$ cat src/csm_pkg.sv
// Shared types and constants of the contiguous sequence match block.
// Used by the cell, the top level and the checker; no dependencies.
package csm_pkg;

  localparam int unsigned WORD_W        = 32;
  localparam int unsigned CMD_W         = 2;
  localparam int unsigned OUT_W         = 8;
  localparam int unsigned PATTERN_DEPTH = 16;

  localparam logic [CMD_W-1:0] CMD_PATTERN = 2'd0;
  localparam logic [CMD_W-1:0] CMD_TEXT    = 2'd1;
  localparam logic [CMD_W-1:0] CMD_END     = 2'd2;

  // Per-cycle control broadcast to every cell.
  typedef struct packed {
    logic shift_pat;  // advance the pattern chain
    logic shift_txt;  // advance the text window chain
    logic clear;      // drop all valid bits
  } csm_ctrl_t;

endpackage

$ cat src/contiguous_sequence_match_top.sv
// Top level of the contiguous sequence match block: stream ports, cell chain,
// match and overflow flags, result register. Depends on csm_pkg and csm_cell.
//
//  channel  | dir | tdata                  | tuser      | carries
//  ---------+-----+------------------------+------------+---------------------------
//  s_axis   | in  | [31:0] value           | [1:0] cmd  | pattern, text, end request
//  m_axis   | out | [0] found, [1] overflow| -          | one result per end request
//
// A new request is accepted on each edge while no result waits untaken. The text
// window compare is done by all cells in parallel in the cycle the text word
// shifts in, so the rate is set by the single result register alone.
// A pending result that is not taken stalls further requests only.
// Reset clears all valid bits, the flags and the result register.
module contiguous_sequence_match_top #(
  parameter int unsigned PATTERN_DEPTH = csm_pkg::PATTERN_DEPTH
) (
  input  logic                       clk_i,
  input  logic                       rst_ni,
  input  logic                       s_axis_tvalid,
  output logic                       s_axis_tready,
  input  logic [csm_pkg::WORD_W-1:0] s_axis_tdata,   // [31:0] value
  input  logic [csm_pkg::CMD_W-1:0]  s_axis_tuser,   // [1:0] cmd
  output logic                       m_axis_tvalid,
  input  logic                       m_axis_tready,
  output logic [csm_pkg::OUT_W-1:0]  m_axis_tdata    // [0] found, [1] overflow, rest 0
);

  csm_pkg::csm_ctrl_t ctrl;

  // Chain links: index i is the output of cell i.
  logic [csm_pkg::WORD_W-1:0] pat_chain [PATTERN_DEPTH];
  logic [csm_pkg::WORD_W-1:0] txt_chain [PATTERN_DEPTH];
  logic [PATTERN_DEPTH-1:0]   pat_valid;
  logic [PATTERN_DEPTH-1:0]   txt_valid;
  logic [PATTERN_DEPTH-1:0]   hit;

  logic in_fire, is_pat, is_txt, is_end;
  logic overflow_q, overflow_d;
  logic match_q, match_d;
  logic out_valid_q, out_valid_d;
  logic found_q, found_d, out_ovf_q, out_ovf_d;
  logic found_now;

  // Accept while the result register is empty or being drained.
  assign s_axis_tready = !out_valid_q || m_axis_tready;
  assign in_fire       = s_axis_tvalid && s_axis_tready;
  assign is_pat        = in_fire && (s_axis_tuser == csm_pkg::CMD_PATTERN);
  assign is_txt        = in_fire && (s_axis_tuser == csm_pkg::CMD_TEXT);
  assign is_end        = in_fire && (s_axis_tuser == csm_pkg::CMD_END);

  // The last cell holding a valid pattern word means the store is full.
  assign ctrl.shift_pat = is_pat && !overflow_q && !pat_valid[PATTERN_DEPTH-1];
  assign ctrl.shift_txt = is_txt;
  assign ctrl.clear     = is_end;

  // Newest words enter at cell 0, so cell i pairs pattern word L-1-i with
  // the i-th newest text word.
  for (genvar i = 0; i < PATTERN_DEPTH; i++) begin : g_cell
    logic [csm_pkg::WORD_W-1:0] pat_in, txt_in;
    logic                       pat_vin, txt_vin;
    if (i == 0) begin : g_head
      assign pat_in  = s_axis_tdata;
      assign txt_in  = s_axis_tdata;
      assign pat_vin = 1'b1;
      assign txt_vin = 1'b1;
    end else begin : g_body
      assign pat_in  = pat_chain[i-1];
      assign txt_in  = txt_chain[i-1];
      assign pat_vin = pat_valid[i-1];
      assign txt_vin = txt_valid[i-1];
    end
    csm_cell u_cell (
      .clk_i       (clk_i),
      .rst_ni      (rst_ni),
      .ctrl_i      (ctrl),
      .pat_i       (pat_in),
      .pat_valid_i (pat_vin),
      .txt_i       (txt_in),
      .txt_valid_i (txt_vin),
      .pat_o       (pat_chain[i]),
      .pat_valid_o (pat_valid[i]),
      .txt_o       (txt_chain[i]),
      .txt_valid_o (txt_valid[i]),
      .hit_o       (hit[i])
    );
  end

  // A hit needs a non-empty pattern and every used cell agreeing.
  always_comb begin
    overflow_d = overflow_q;
    match_d    = match_q;
    if (is_end) begin
      overflow_d = 1'b0;
      match_d    = 1'b0;
    end else begin
      if (is_pat && (overflow_q || pat_valid[PATTERN_DEPTH-1])) overflow_d = 1'b1;
      if (is_txt && !overflow_q && pat_valid[0] && (&hit))       match_d    = 1'b1;
    end
  end

  // Empty pattern is always found; overflow forces not found.
  assign found_now = !overflow_q && (!pat_valid[0] || match_q);

  always_comb begin
    out_valid_d = out_valid_q;
    found_d     = found_q;
    out_ovf_d   = out_ovf_q;
    if (is_end) begin
      out_valid_d = 1'b1;
      found_d     = found_now;
      out_ovf_d   = overflow_q;
    end else if (m_axis_tready) begin
      out_valid_d = 1'b0;
    end
  end

  always_ff @(posedge clk_i or negedge rst_ni) begin
    if (!rst_ni) begin
      overflow_q  <= 1'b0;
      match_q     <= 1'b0;
      out_valid_q <= 1'b0;
      found_q     <= 1'b0;
      out_ovf_q   <= 1'b0;
    end else begin
      overflow_q  <= overflow_d;
      match_q     <= match_d;
      out_valid_q <= out_valid_d;
      found_q     <= found_d;
      out_ovf_q   <= out_ovf_d;
    end
  end

  assign m_axis_tvalid = out_valid_q;
  assign m_axis_tdata  = {{(csm_pkg::OUT_W-2){1'b0}}, out_ovf_q, found_q};

endmodule

$ cat src/csm_cell.sv
// One cell of the match chain: a pattern word, a text word and their valid bits.
// Depends on csm_pkg.
module csm_cell (
  input  logic                       clk_i,
  input  logic                       rst_ni,
  input  csm_pkg::csm_ctrl_t         ctrl_i,
  input  logic [csm_pkg::WORD_W-1:0] pat_i,
  input  logic                       pat_valid_i,
  input  logic [csm_pkg::WORD_W-1:0] txt_i,
  input  logic                       txt_valid_i,
  output logic [csm_pkg::WORD_W-1:0] pat_o,
  output logic                       pat_valid_o,
  output logic [csm_pkg::WORD_W-1:0] txt_o,
  output logic                       txt_valid_o,
  output logic                       hit_o
);

  logic [csm_pkg::WORD_W-1:0] pat_q, txt_q;
  logic                       pat_valid_q, txt_valid_q;

  always_ff @(posedge clk_i or negedge rst_ni) begin
    if (!rst_ni) begin
      pat_valid_q <= 1'b0;
      txt_valid_q <= 1'b0;
    end else if (ctrl_i.clear) begin
      pat_valid_q <= 1'b0;
      txt_valid_q <= 1'b0;
    end else begin
      if (ctrl_i.shift_pat) pat_valid_q <= pat_valid_i;
      if (ctrl_i.shift_txt) txt_valid_q <= txt_valid_i;
    end
  end

  always_ff @(posedge clk_i) begin
    if (ctrl_i.shift_pat) pat_q <= pat_i;
    if (ctrl_i.shift_txt) txt_q <= txt_i;
  end

  // Compare against the word that moves in on this text shift; an unused
  // pattern slot always agrees.
  assign hit_o = !pat_valid_q || (txt_valid_i && (pat_q == txt_i));

  assign pat_o       = pat_q;
  assign pat_valid_o = pat_valid_q;
  assign txt_o       = txt_q;
  assign txt_valid_o = txt_valid_q;

endmodule

$ cat config.mk
export PLATFORM = sky130hd
export DESIGN_NAME = contiguous_sequence_match_top
export DESIGN_NICKNAME = d
export VERILOG_FILES = /design/src/csm_pkg.sv /design/src/contiguous_sequence_match_top.sv /design/src/csm_cell.sv
export SDC_FILE = /design/constraint.sdc
export NUM_CORES = 1
export LEC_CHECK = 0
export BUFFER_PORTS_ARGS = -buffer_cell sky130_fd_sc_hd__buf_4
export CELL_PAD_IN_SITES_DETAIL_PLACEMENT = 1
export CELL_PAD_IN_SITES_GLOBAL_PLACEMENT = 2
export CORE_AREA = 2 2 278 280
export CTS_BUF_LIST = sky130_fd_sc_hd__clkbuf_16
export DETAILED_ROUTE_END_ITERATION = 10
export DIE_AREA = 0 0 280 282
export PLACE_DENSITY_LB_ADDON = 0.1
export RECOVER_POWER = 100
export SYNTH_ARGS = -nofsm -noshare
export SYNTH_HDL_FRONTEND = slang
export SYNTH_SLANG_ARGS = --single-unit
$ cat constraint.sdc
create_clock -name clk_i -period 20.1 [get_ports clk_i]
set_clock_uncertainty 0.15 [all_clocks]
set_input_delay 1.005 -clock clk_i [delete_from_list [all_inputs] [get_ports clk_i]]
set_output_delay 1.005 -clock clk_i [all_outputs]
set_load 0.005 [all_outputs]
==> results of run 1 <==
-- cell usage in the layout, fill, tap and decap left out, types with 4 or more instances in the layout --
| cell type | netlist | final |
|---|---|---|
| nand2b_1 | 5 | 5 |
| clkinv_1 | 0 | 29 |
| clkbuf_16 | 0 | 106 |
| bufinv_16 | 0 | 6 |
| conb_1 | 1 | 6 |
| nor4_1 | 107 | 107 |
| o31a_1 | 4 | 4 |
| o21ai_0 | 15 | 28 |
| nor3_1 | 16 | 16 |
| nand4_1 | 21 | 21 |
| clkbuf_4 | 0 | 5 |
| xor2_1 | 472 | 472 |
| clkinv_2 | 0 | 21 |
| nand2_1 | 63 | 63 |
| buf_4 | 8 | 9 |
| nand3_1 | 27 | 27 |
| o31ai_1 | 11 | 11 |
| dfrtp_1 | 36 | 36 |
| inv_1 | 6 | 27 |
| clkbuf_1 | 9 | 39 |
| edfxtp_1 | 992 | 992 |
| a21oi_1 | 4 | 4 |
| xnor2_1 | 32 | 32 |
-- worst max-delay path: stages --
cell      delay [ns]
clkbuf_4        0.09
nand2b_1        0.15
and4b_1         1.95
clkbuf_1        6.45
buf_4           1.51
-- kinds of logic after synthesis --
| kind of cell | count (synthesis) | synth area share [%] |
|---|---|---|
| multiplexers | 1 | 0.0304 |
| other | 1 | 0.0101 |
| buffers and inverters | 25 | 0.335 |
| AO/OA/AOI/OAI | 56 | 0.944 |
| flip-flops | 1028 | 83.0 |
| XOR/XNOR | 504 | 11.9 |
| AND/OR/NAND/NOR | 253 | 3.80 |
-- metal layers --
layer | vias to the layer above | track usage (%)
met5 | - | 0
met4 | 0 | 10.1
met3 | 149 | 2.73
met2 | 240 | 39.3
met1 | 7854 | 18.6
li1 | 7394 | -
-- power breakdown --
group	switching (mW)	total, mW	internal [mW]
sequential	0.0396	2.45	2.41
clock	0.773	1.80	1.03
combinational	0.0760	0.106	0.0301
-- registers in the layout (all words and copies together), names as in the netlist --
register / flops
g_cell.u_cell.txt_o: 480
match_q: 1
overflow_q: 1
g_cell.u_cell.txt_valid_o: 15
out_ovf_q: 1
m_axis_tvalid: 1
found_q: 1
g_cell.u_cell.pat_valid_o: 16
g_cell.u_cell.pat_o: 512
-- worst max-delay path by stage --
stage / startpoint / end / slack (ns) / cells past startpoint
CTS: m_axis_tready / g_cell[4].u_cell.pat_o[29]$_DFFE_PP_ / 15.72 / 8
global route: m_axis_tready / g_cell[3].u_cell.txt_o[20]$_DFFE_PP_ / 7.73 / 5
finish: m_axis_tready / g_cell[3].u_cell.txt_o[1]$_DFFE_PP_ / 8.75 / 5
floorplan: m_axis_tready / g_cell[0].u_cell.pat_o[0]$_DFFE_PP_ / 3.23 / 5
detailed placement: m_axis_tready / g_cell[5].u_cell.pat_o[20]$_DFFE_PP_ / 15.03 / 8
global placement: m_axis_tready / g_cell[0].u_cell.pat_o[30]$_DFFE_PP_ / 15.08 / 8
-- layout make-up --
class	instances	area [sq um]	area share, %
Tap cell	978	1220	2.94
Sequential cell	1028	30700	73.8
Timing Repair Buffer	54	272	0.653
Clock buffer	106	2650	6.38
Multi-Input combinational cell	820	6200	14.9
Clock inverter	82	523	1.26
Inverter	8	30.0	0.0722
-- per-stage QoR --
step | total power, mW | utilization, % | std cells | instance area [sq um] | setup slack [ns]
floorplan | 2.58 | - | 1873 | 37000 | 3.23
global placement | 2.60 | 51.0 | 2888 | 38600 | 15.08
detailed placement | 2.61 | 51.0 | 2888 | 38600 | 15.03
CTS | 4.40 | 55.2 | 3076 | 41800 | 15.72
global route | 4.49 | 54.9 | 3076 | 41600 | 7.73
finish | 4.36 | 54.9 | 3076 | 41600 | 8.75
==> reports/summary.md, run 1 <==
* **number of nets with antenna violations after detailed routing** 0
* **buffer depth of the longest clock path** 3
* **MaxCap Viol Count** 7
* **Final setup violation count** 0
* **highest routed layer** met4
* **fraction of layout instances using a drive strength above 1** 7.53%
* **Via Count** 15.6k
* **sort of element at the end of the critical path** flip-flop
* **LEAKAGE** 13.8 nW
* **startpoint of the tightest hold check path** g_cell[2].u_cell.pat_o[21]$_DFFE_PP_
* **final hold slack** 0.315 ns
* **Synth Area per Inst** 19.8 sq um
* **# diodes** 0
* **Clock Sink Count** 1,028
* **Clock H-tree levels** 3
* **mean number of vias per cell** 5.08
* **dominant cells by area after synthesis** edfxtp_1 81%, xor2_1 11%, dfrtp_1 2.4%, nor4_1 1.8%, xnor2_1 0.76%
* **number of antenna violations at the first check in global routing** 1
* **worst setup path category** in -> reg
* **kind of launch point of the worst setup path** primary input
* **largest fanout on the critical path** 164
* **wire length on met1** 25,500 um
* **endpoint of the worst register-to-register path** g_cell[3].u_cell.txt_o[1]$_DFFE_PP_
* **Max-Slew Margin vs Limit** -582%
* **largest area contributor in the synthesized netlist** edfxtp_1
* **register bit count reported by yosys** 1,028
* **number of global-route vias before repair** 17.1k
* **clock-pin transition on the worst setup and hold timing paths** 0.06 ns
* **maximum frequency from static timing analysis** 88.1 MHz
* **Die Y** 282 um
* **Root Driver** clkbuf_16
* **cell area after synthesis** 37,000 sq um
* **count leader, synth** edfxtp_1
* **EDFF count, synth** 992
* **unique cell type count in the Yosys netlist** 37
* **failing checks** max-capacitance violations, max-slew violations
* **initial cell density of the core** 48.9%
* **number of endpoints with negative hold slack in the final report** 0
* **area growth from synthesis to layout** 12.4%
* **setup repair after global routing missed its margin** no
* **Routed wire per std cell** 24.6 um
* **depth of the most critical reg-to-reg path** 4
* **HPWL Detailed** 53,500 um
* **Critical Path AT** 11.46 ns
* **CTS Buf Count** 102
* **sum of overflow across all layers after global routing** 0
* **count of mapped cells out of synthesis** 1,868
* **fraction of the yosys area taken by sequential cells** 83.0%
* **number of max-slew violations in the final report** 659
* **largest net degree at the start of global routing** 178
* **slack of the worst reg-to-reg path** 8.85 ns
* **layout filler cell count** 6,598
* **Hold Path Class** reg -> reg
* **Synth top cells by count** 992 x edfxtp_1, 472 x xor2_1, 107 x nor4_1, 63 x nand2_1, 36 x dfrtp_1
* **result of the run** finished with violations
* **number of nets at the end of the flow** 2,052
* **clock tree from TritonCTS** built
* **Placeable Area** 75,700 sq um
* **required time reported for the critical path endpoint** 20.21 ns
* **metal3 WL** 1910 um
* **power density of the placed cells** 105 nW/um^2
* **drt total wl** 75,600 um
* **number of DRC markers after the initial detailed-route iteration** 911
* **total DRC errors in the routed layout** 0
* **Post-CTS Setup Bufs** 0
* **placer congestion estimate** 0.824
* **drt first pass iters** 4
* **GRT Overall Usage** 19.4%
* **number of top-level design ports** 48
* **Period Utilization, post-route** 56.5%
* **wire length of the first global-routing pass** 109,000 um
* **worst ir drop on vdd** 0.0816 mV
* **count of buffers from port buffering** 41
* **startpoint of the worst-slack reg-to-reg timing path** m_axis_tvalid$_DFFE_PN0P_
* **worst skew pair latency** 0.65 ns
* **Hold Crit Depth** 0
* **number of buffers inserted for hold repair after clock tree synthesis** 0
* **async set-reset flop share out of synthesis** 3.50%
* **Resize count post-CTS** 0
* **Top FF cell, synth** edfxtp_1
* **Die Width** 280 um
* **slew at the pin closest to its max-slew limit** 10.22 ns
* **Yosys Warn Count** 0
* **overall die area** 79,000 sq um
* **endpoint of the worst hold-timing path** g_cell[3].u_cell.pat_o[21]$_DFFE_PP_
* **row count** 101
* **post-route minimum period** 11.35 ns
* **Setup TNS** 0 ns
* **share of Yosys cell area claimed by the top area cell type** 80.5%
* **routed wire length on met2** 44,400 um
No activity file was read; power rests on OpenSTA's default activity.
==> inputs of run 2 (changes only) <==
--- a/config.mk
+++ b/config.mk
@@ -8,10 +8,10 @@
 export BUFFER_PORTS_ARGS = -buffer_cell sky130_fd_sc_hd__buf_4
 export CELL_PAD_IN_SITES_DETAIL_PLACEMENT = 1
 export CELL_PAD_IN_SITES_GLOBAL_PLACEMENT = 2
-export CORE_AREA = 2 2 278 280
+export CORE_AREA = 2 2 293 295
 export CTS_BUF_LIST = sky130_fd_sc_hd__clkbuf_16
 export DETAILED_ROUTE_END_ITERATION = 10
-export DIE_AREA = 0 0 280 282
+export DIE_AREA = 0 0 295 297
 export PLACE_DENSITY_LB_ADDON = 0.1
 export RECOVER_POWER = 100
 export SYNTH_ARGS = -nofsm -noshare
==> constraint.sdc (replaced) <==
create_clock -name clk_i -period 9.6 [get_ports clk_i]
set_clock_uncertainty 0.15 [all_clocks]
set_input_delay 0.48 -clock clk_i [delete_from_list [all_inputs] [get_ports clk_i]]
set_output_delay 0.48 -clock clk_i [all_outputs]
set_load 0.005 [all_outputs]
==> run 2 against run 1 <==
The run still ends with max-capacitance violations, max-slew violations left. Non-clock buffer count up 33. Global-route usage is 1.3 points lower. Utilization down 4.8 points. Sequential cell count unchanged. Critical path type unchanged.
==> reports/summary.md, run 2 (synthesis results as in run 1) <==
* **number of max-slew violations in the final report** 307
* **most frequent cells in the layout** 992 x edfxtp_1, 472 x xor2_1, 108 x clkbuf_16, 107 x nor4_1, 63 x nand2_1
* **slew at the pin closest to its max-slew limit** 4.17 ns
* **count of placed standard cells including taps** 3,053
* **Global Route met3 Usage** 2.55%
* **number of nets at the end of the flow** 2,090
* **worst skew pair latency** 0.66 ns
* **number of top-level design ports** 48
* **maximum frequency from static timing analysis** 166 MHz
* **Critical Path AT** 6.01 ns
* **busiest metal layer after global routing** met2
* **result of the run** finished with violations
* **largest net degree at the start of global routing** 183
* **largest incremental delay on the critical path** 2.92 ns
* **Via Count** 15.7k
* **drt first pass iters** 4
* **worst ir drop on vdd** 0.149 mV
* **Root Driver** clkbuf_16
* **Die Y** 297 um
* **number of DRC markers after the initial detailed-route iteration** 800
* **number of nets with antenna violations after detailed routing** 0
* **Resize count post-CTS** 0
* **total DRC errors in the routed layout** 0
* **Layout Cells excl Fill** 3,282
* **GRT Overall Usage** 18.0%
* **cell breakdown of the critical path** dlygate4sd3_1 > clkbuf_4 > nand2b_1 > and4b_1 > clkbuf_2
* **Hold Path Class** in -> reg
* **Period Utilization, post-route** 62.7%
* **Setup TNS** 0 ns
* **layout filler cell count** 7,613
* **CTS Buf Count** 107
* **Placeable Area** 84,500 sq um
* **Post-CTS Setup Bufs** 0
* **register area** 30,700 sq um
* **buffer depth of the longest clock path** 3
* **LEAKAGE** 14.0 nW
* **number of buffers inserted for hold repair after clock tree synthesis** 34
* **clock tree from TritonCTS** built
* **MaxCap Viol Count** 4
* **placer congestion estimate** 0.853
* **kind of launch point of the worst setup path** primary input
* **Die Width** 295 um
* **overall die area** 87,600 sq um
* **Largest register FFs** 512
* **mean number of vias per cell** 4.79
* **HPWL Detailed** 55,400 um
* **initial cell density of the core** 43.8%
* **row count** 107
* **power density of the placed cells** 220 nW/um^2
* **number of endpoints with negative hold slack in the final report** 0
* **Critical Path Slowest Stage Cell** clkbuf_2
* **failing checks** max-capacitance violations, max-slew violations
* **drt total wl** 78,300 um
* **startpoint of the tightest hold check path** s_axis_tuser[1]
* **worst setup path category** in -> reg
* **Max-Slew Margin vs Limit** -178%
* **Clock Sink Count** 1,028
* **required time reported for the critical path endpoint** 9.59 ns
* **sum of overflow across all layers after global routing** 0
* **GR met2 Demand/Resource** 36.8%
* **Routed wire per std cell** 23.9 um
* **number of global-route vias before repair** 17.2k
* **count of buffers from port buffering** 41
* **area growth from synthesis to layout** 14.5%
* **number of antenna violations at the first check in global routing** 2
* **largest fanout on the critical path** 159
* **global routing met1 resource utilization** 17.5%
* **wire length of the first global-routing pass** 113,000 um
* **setup repair after global routing missed its margin** no
* **most common library cell in the layout ignoring fill and taps** edfxtp_1
* **clock-pin transition on the worst setup and hold timing paths** 0.06 ns
* **sum of buffers and inverters on the critical path** 3
* **Final setup violation count** 0
* **fraction of layout instances using a drive strength above 1** 8.42%
* **startpoint of the worst-slack reg-to-reg timing path** m_axis_tvalid$_DFFE_PN0P_
* **kind of cell adding the most delay to the critical path** buffers and inverters
* **multi-input combinational cell area** 6200 sq um
* **Clock H-tree levels** 3
* **overall power consumption** 9.31 mW
* **final hold slack** 0.0486 ns
* **CP startpoint** m_axis_tready
* **post-route minimum period** 6.02 ns
* **sort of element at the end of the critical path** flip-flop
[run 2: tightest hold or removal path, cell delays in order]
cell and delay (ns):
buf_4 0.10, nand2_1 0.13, nand2_1 0.11
[run 2: per-layer routing]
layer	vias to the layer above	share of wire [%]
li1	7469	-
met1	7887	34
met2	222	60
met3	128	2.5
met4	0	4.0
met5	-	0
[run 2: stage by stage]
step                      worst slack, ns  utilization (%)  cell area [sq um]
after detailed placement             5.58             45.9              38800
after floorplan                      1.15                -              37000
final                                3.58             50.1              42300
after global placement               5.58             45.9              38800
after CTS                            5.70             50.3              42500
after global routing                 2.85             50.1              42300
[run 2: layout make-up]
type | instances | share of cell area, %
antenna | 1 | 0.00591
timing repair buffer | 87 | 1.52
multi-input combinational | 820 | 14.6
clock inverter | 86 | 1.52
inverter | 8 | 0.0709
sequential | 1028 | 72.5
tap | 1144 | 3.38
clock buffer | 108 | 6.38
[run 2: report_power, final]
group,leakage (nW),switching (mW),total [mW],internal (mW)
sequential,9.58,0.0853,5.13,5.04
combinational,2.70,0.162,0.235,0.0727
clock,1.73,1.67,3.94,2.27
[run 2: worst paths after layout]
| path | endpoint | slack [ns] | depth (start not counted) |
|---|---|---|---|
| max in group asynchronous | g_cell[4].u_cell.pat_valid_o$_DFFE_PN0P_ | 7.00 | 2 |
| setup / recovery | g_cell[13].u_cell.txt_o[18]$_DFFE_PP_ | 3.58 | 5 |
| min in group asynchronous | g_cell[14].u_cell.pat_valid_o$_DFFE_PN0P_ | 0.93 | 2 |
| hold / removal | m_axis_tvalid$_DFFE_PN0P_ | 0.05 | 3 |
| hold reg to reg | g_cell[14].u_cell.pat_o[3]$_DFFE_PP_ | 0.30 | 0 |
| setup reg to reg | g_cell[13].u_cell.txt_o[18]$_DFFE_PP_ | 3.68 | 3 |
==> inputs of run 3 (changes only) <==
--- a/config.mk
+++ b/config.mk
@@ -5,13 +5,14 @@
 export SDC_FILE = /design/constraint.sdc
 export NUM_CORES = 1
 export LEC_CHECK = 0
+export ABC_AREA = 1
 export BUFFER_PORTS_ARGS = -buffer_cell sky130_fd_sc_hd__buf_4
 export CELL_PAD_IN_SITES_DETAIL_PLACEMENT = 1
 export CELL_PAD_IN_SITES_GLOBAL_PLACEMENT = 2
-export CORE_AREA = 2 2 293 295
+export CORE_AREA = 2 2 301 303
 export CTS_BUF_LIST = sky130_fd_sc_hd__clkbuf_16
 export DETAILED_ROUTE_END_ITERATION = 10
-export DIE_AREA = 0 0 295 297
+export DIE_AREA = 0 0 303 305
 export PLACE_DENSITY_LB_ADDON = 0.1
 export RECOVER_POWER = 100
 export SYNTH_ARGS = -nofsm -noshare
==> constraint.sdc (replaced) <==
create_clock -name clk_i -period 5.71 [get_ports clk_i]
set_clock_uncertainty 0.15 [all_clocks]
set_input_delay 0.2855 -clock clk_i [delete_from_list [all_inputs] [get_ports clk_i]]
set_output_delay 0.2855 -clock clk_i [all_outputs]
set_load 0.005 [all_outputs]
==> run 3 against run 2 <==
Largest power group unchanged. Hold slack improved by 0.22 ns. Sequential power rose by 68%. Sequential share of layout area is 4.4 points lower. Die area grew 5.5%. Area after synthesis is 7.5% higher. First-iteration DRC count is 7.0% higher. Power grew 66%. Cell count rose by 36%. The run still ends with max-capacitance violations, max-slew violations left. Worst setup slack worse by 1.7 ns. Routed wire length is 9.0% lower. Clock-buffer cell count is 3 higher. Clock power up 61%.
==> reports/summary.md, run 3 <==
* **result of the run** finished with violations
* **failing checks** max-capacitance violations, max-slew violations
* **Gate power share** 3.0%
* **worst setup path category** reg -> reg
* **dominant cells by area after synthesis** edfxtp_1 75%, nand2_1 6.5%, inv_1 4.4%, xnor2_1 3.5%, nor2_1 2.9%
* **fraction of layout instances using a drive strength above 1** 7.13%
* **number of antenna violations at the first check in global routing** 0
* **last element of the critical path** g_cell[0].u_cell.txt_o[23]$_DFFE_PP_
* **row count** 110
* **Root Driver** clkbuf_16
* **Die Y** 305 um
* **kind of launch point of the worst setup path** flip-flop
* **Final Worst Setup Slack** 1.87 ns
* **slew at the pin closest to its max-slew limit** 2.59 ns
* **startpoint of the worst-slack reg-to-reg timing path** m_axis_tvalid$_DFFE_PN0P_
* **part of the power in registers** 55.8%
* **number of DRC markers after the initial detailed-route iteration** 856
* **relative contribution of the clock network to total power** 41.2%
* **largest fanout on the critical path** 59
* **share of Yosys cell area claimed by the top area cell type** 74.9%
* **slack of the worst reg-to-reg path** 1.87 ns
* **clock tree from TritonCTS** built
* **cell area after synthesis** 39,800 sq um
* **Final setup violation count** 0
* **Internal** 12.2 mW
* **drt total wl** 71,300 um
* **wire length of the first global-routing pass** 113,000 um
* **number of buffers inserted for hold repair after clock tree synthesis** 40
* **initial cell density of the core** 44.5%
* **number of endpoints with negative hold slack in the final report** 0
* **Yosys Warn Count** 0
* **largest area contributor in the synthesized netlist** edfxtp_1
* **Clock Sink Count** 1,028
* **Largest register FFs** 512
* **number of max-slew violations in the final report** 556
* **unique cell type count in the Yosys netlist** 31
* **HPWL Detailed** 48,400 um
* **CP startpoint** m_axis_tvalid$_DFFE_PN0P_
* **area growth from synthesis to layout** 13.3%
* **Switch Pwr** 3.16 mW
* **sum of overflow across all layers after global routing** 0
* **placement-stage worst setup slack** 3.11 ns
* **placer congestion estimate** 0.784
* **Max-Slew Margin vs Limit** -72.8%
* **Clock H-tree levels** 3
* **depth of the most critical reg-to-reg path** 5
* **Placeable Area** 89,300 sq um
* **EDFF count, synth** 992
* **Setup TNS** 0 ns
* **clock-pin transition on the worst setup and hold timing paths** 0.06 ns
* **Hold Path Class** in -> reg
* **switching power share of the total** 20.5%
* **count of placed standard cells including taps** 4,236
* **setup repair after global routing missed its margin** no
* **CTS Buf Count** 106
* **Resize count post-CTS** 0
* **total DRC errors in the routed layout** 0
* **overall die area** 92,400 sq um
* **count leader, synth** edfxtp_1
* **Period Utilization, post-route** 67.2%
* **number of nets with antenna violations after detailed routing** 0
* **number of global-route vias before repair** 22.6k
* **sort of element at the end of the critical path** flip-flop
* **LEAKAGE** 17.1 nW
* **async set-reset flop share out of synthesis** 3.50%
* **Top FF cell, synth** edfxtp_1
* **count of mapped cells out of synthesis** 3,013
* **largest net degree at the start of global routing** 176
* **endpoint of the worst register-to-register path** g_cell[0].u_cell.txt_o[23]$_DFFE_PP_
* **Synth Area per Inst** 13.2 sq um
* **number of top-level design ports** 48
* **Via Count** 20.6k
* **required time reported for the critical path endpoint** 5.81 ns
* **MaxCap Viol Count** 7
* **GRT Overall Usage** 15.6%
* **worst ir drop on vdd** 0.289 mV
* **register bit count reported by yosys** 1,028
* **# diodes** 0
* **Post-CTS Setup Bufs** 0
* **Routed wire per std cell** 15.9 um
* **number of nets at the end of the flow** 3,246
* **Synth top cells by count** 992 x edfxtp_1, 684 x nand2_1, 471 x inv_1, 308 x nor2_1, 158 x xnor2_1
* **fraction of the yosys area taken by sequential cells** 77.2%
* **Layout Cells excl Fill** 4,472
* **overall power consumption** 15.4 mW
* **buffer depth of the longest clock path** 3
* **drt first pass iters** 6
* **worst skew pair latency** 0.66 ns
* **maximum frequency from static timing analysis** 260 MHz
* **most frequent cells in the layout** 992 x edfxtp_1, 688 x nand2_1, 503 x inv_1, 309 x nor2_1, 158 x xnor2_1
* **most common library cell in the layout ignoring fill and taps** edfxtp_1
* **Critical Path AT** 3.93 ns
* **mean number of vias per cell** 4.62
* **count of buffers from port buffering** 41
* **Die Width** 303 um
* **power density of the placed cells** 342 nW/um^2
* **post-route minimum period** 3.84 ns
[run 3: cells by family after synthesis]
group	count (synthesis)	share of synthesized area [%]
AOI/OAI and AO/OA	93	1.32
xor gates and xnor gates	197	4.34
buffers and inverters	510	4.91
DFF	1028	77.2
other	1	0.00943
and+or+nand+nor	1184	12.2
[run 3: worst min-delay path by stage]
stage | slack [ns] | end | start | cells past startpoint
floorplan | -0.16 | found_q$_DFFE_PN0P_ | rst_ni | 0
global placement | 0.13 | g_cell[9].u_cell.txt_valid_o$_DFFE_PN0P_ | rst_ni | 1
detailed placement | 0.14 | g_cell[10].u_cell.txt_valid_o$_DFFE_PN0P_ | rst_ni | 1
CTS | 0.15 | g_cell[7].u_cell.txt_o[31]$_DFFE_PP_ | s_axis_tvalid | 4
global route | 0.25 | g_cell[0].u_cell.pat_o[30]$_DFFE_PP_ | s_axis_tdata[30] | 2
finish | 0.27 | g_cell[0].u_cell.pat_o[30]$_DFFE_PP_ | s_axis_tdata[30] | 2
[run 3: layout make-up]
cell class | count | area [sq um]
Clock buffer | 111 | 2780
Tap cell | 1176 | 1470
Clock inverter | 85 | 440
Inverter | 498 | 1870
Sequential cell | 1028 | 30700
Fill cell | 8943 | 44300
Multi-Input combinational cell | 1480 | 7110
Timing Repair Buffer | 94 | 711
[run 3: metal layers]
metal	vias up	wire, um	GRT usage [%]
met1	9934	27800	17.2
met3	130	2170	2.50
met2	222	38700	29.5
met5	-	0	0
li1	10400	-	-
met4	0	2530	6.34
[run 3: metrics by stage]
step	utilization [%]	hold WS, ns	instance area [sq um]
finish	50.5	0.274	45100
global route	50.5	0.251	45100
CTS	50.7	0.153	45300
detailed placement	46.7	0.144	41700
global placement	46.7	0.135	41700
floorplan	-	-0.160	39800
[run 3: power groups by stage]
stage                     Combinational, mW  Clock, mW  Sequential (mW)
final                                 0.462       6.34             8.60
after global routing                  0.526       6.80             8.63
after CTS                             0.496       6.53             8.60
after detailed placement              0.471          0             8.75
after global placement                0.453          0             8.74
after floorplan                       0.306          0             8.76
[run 3: critical path: stages (launching register included)]
cell	delay, ns
dfrtp_1	0.39
nand2_1	0.12
nand2_1	0.11
nor2_1	0.31
clkbuf_1	1.00
clkbuf_2	1.30
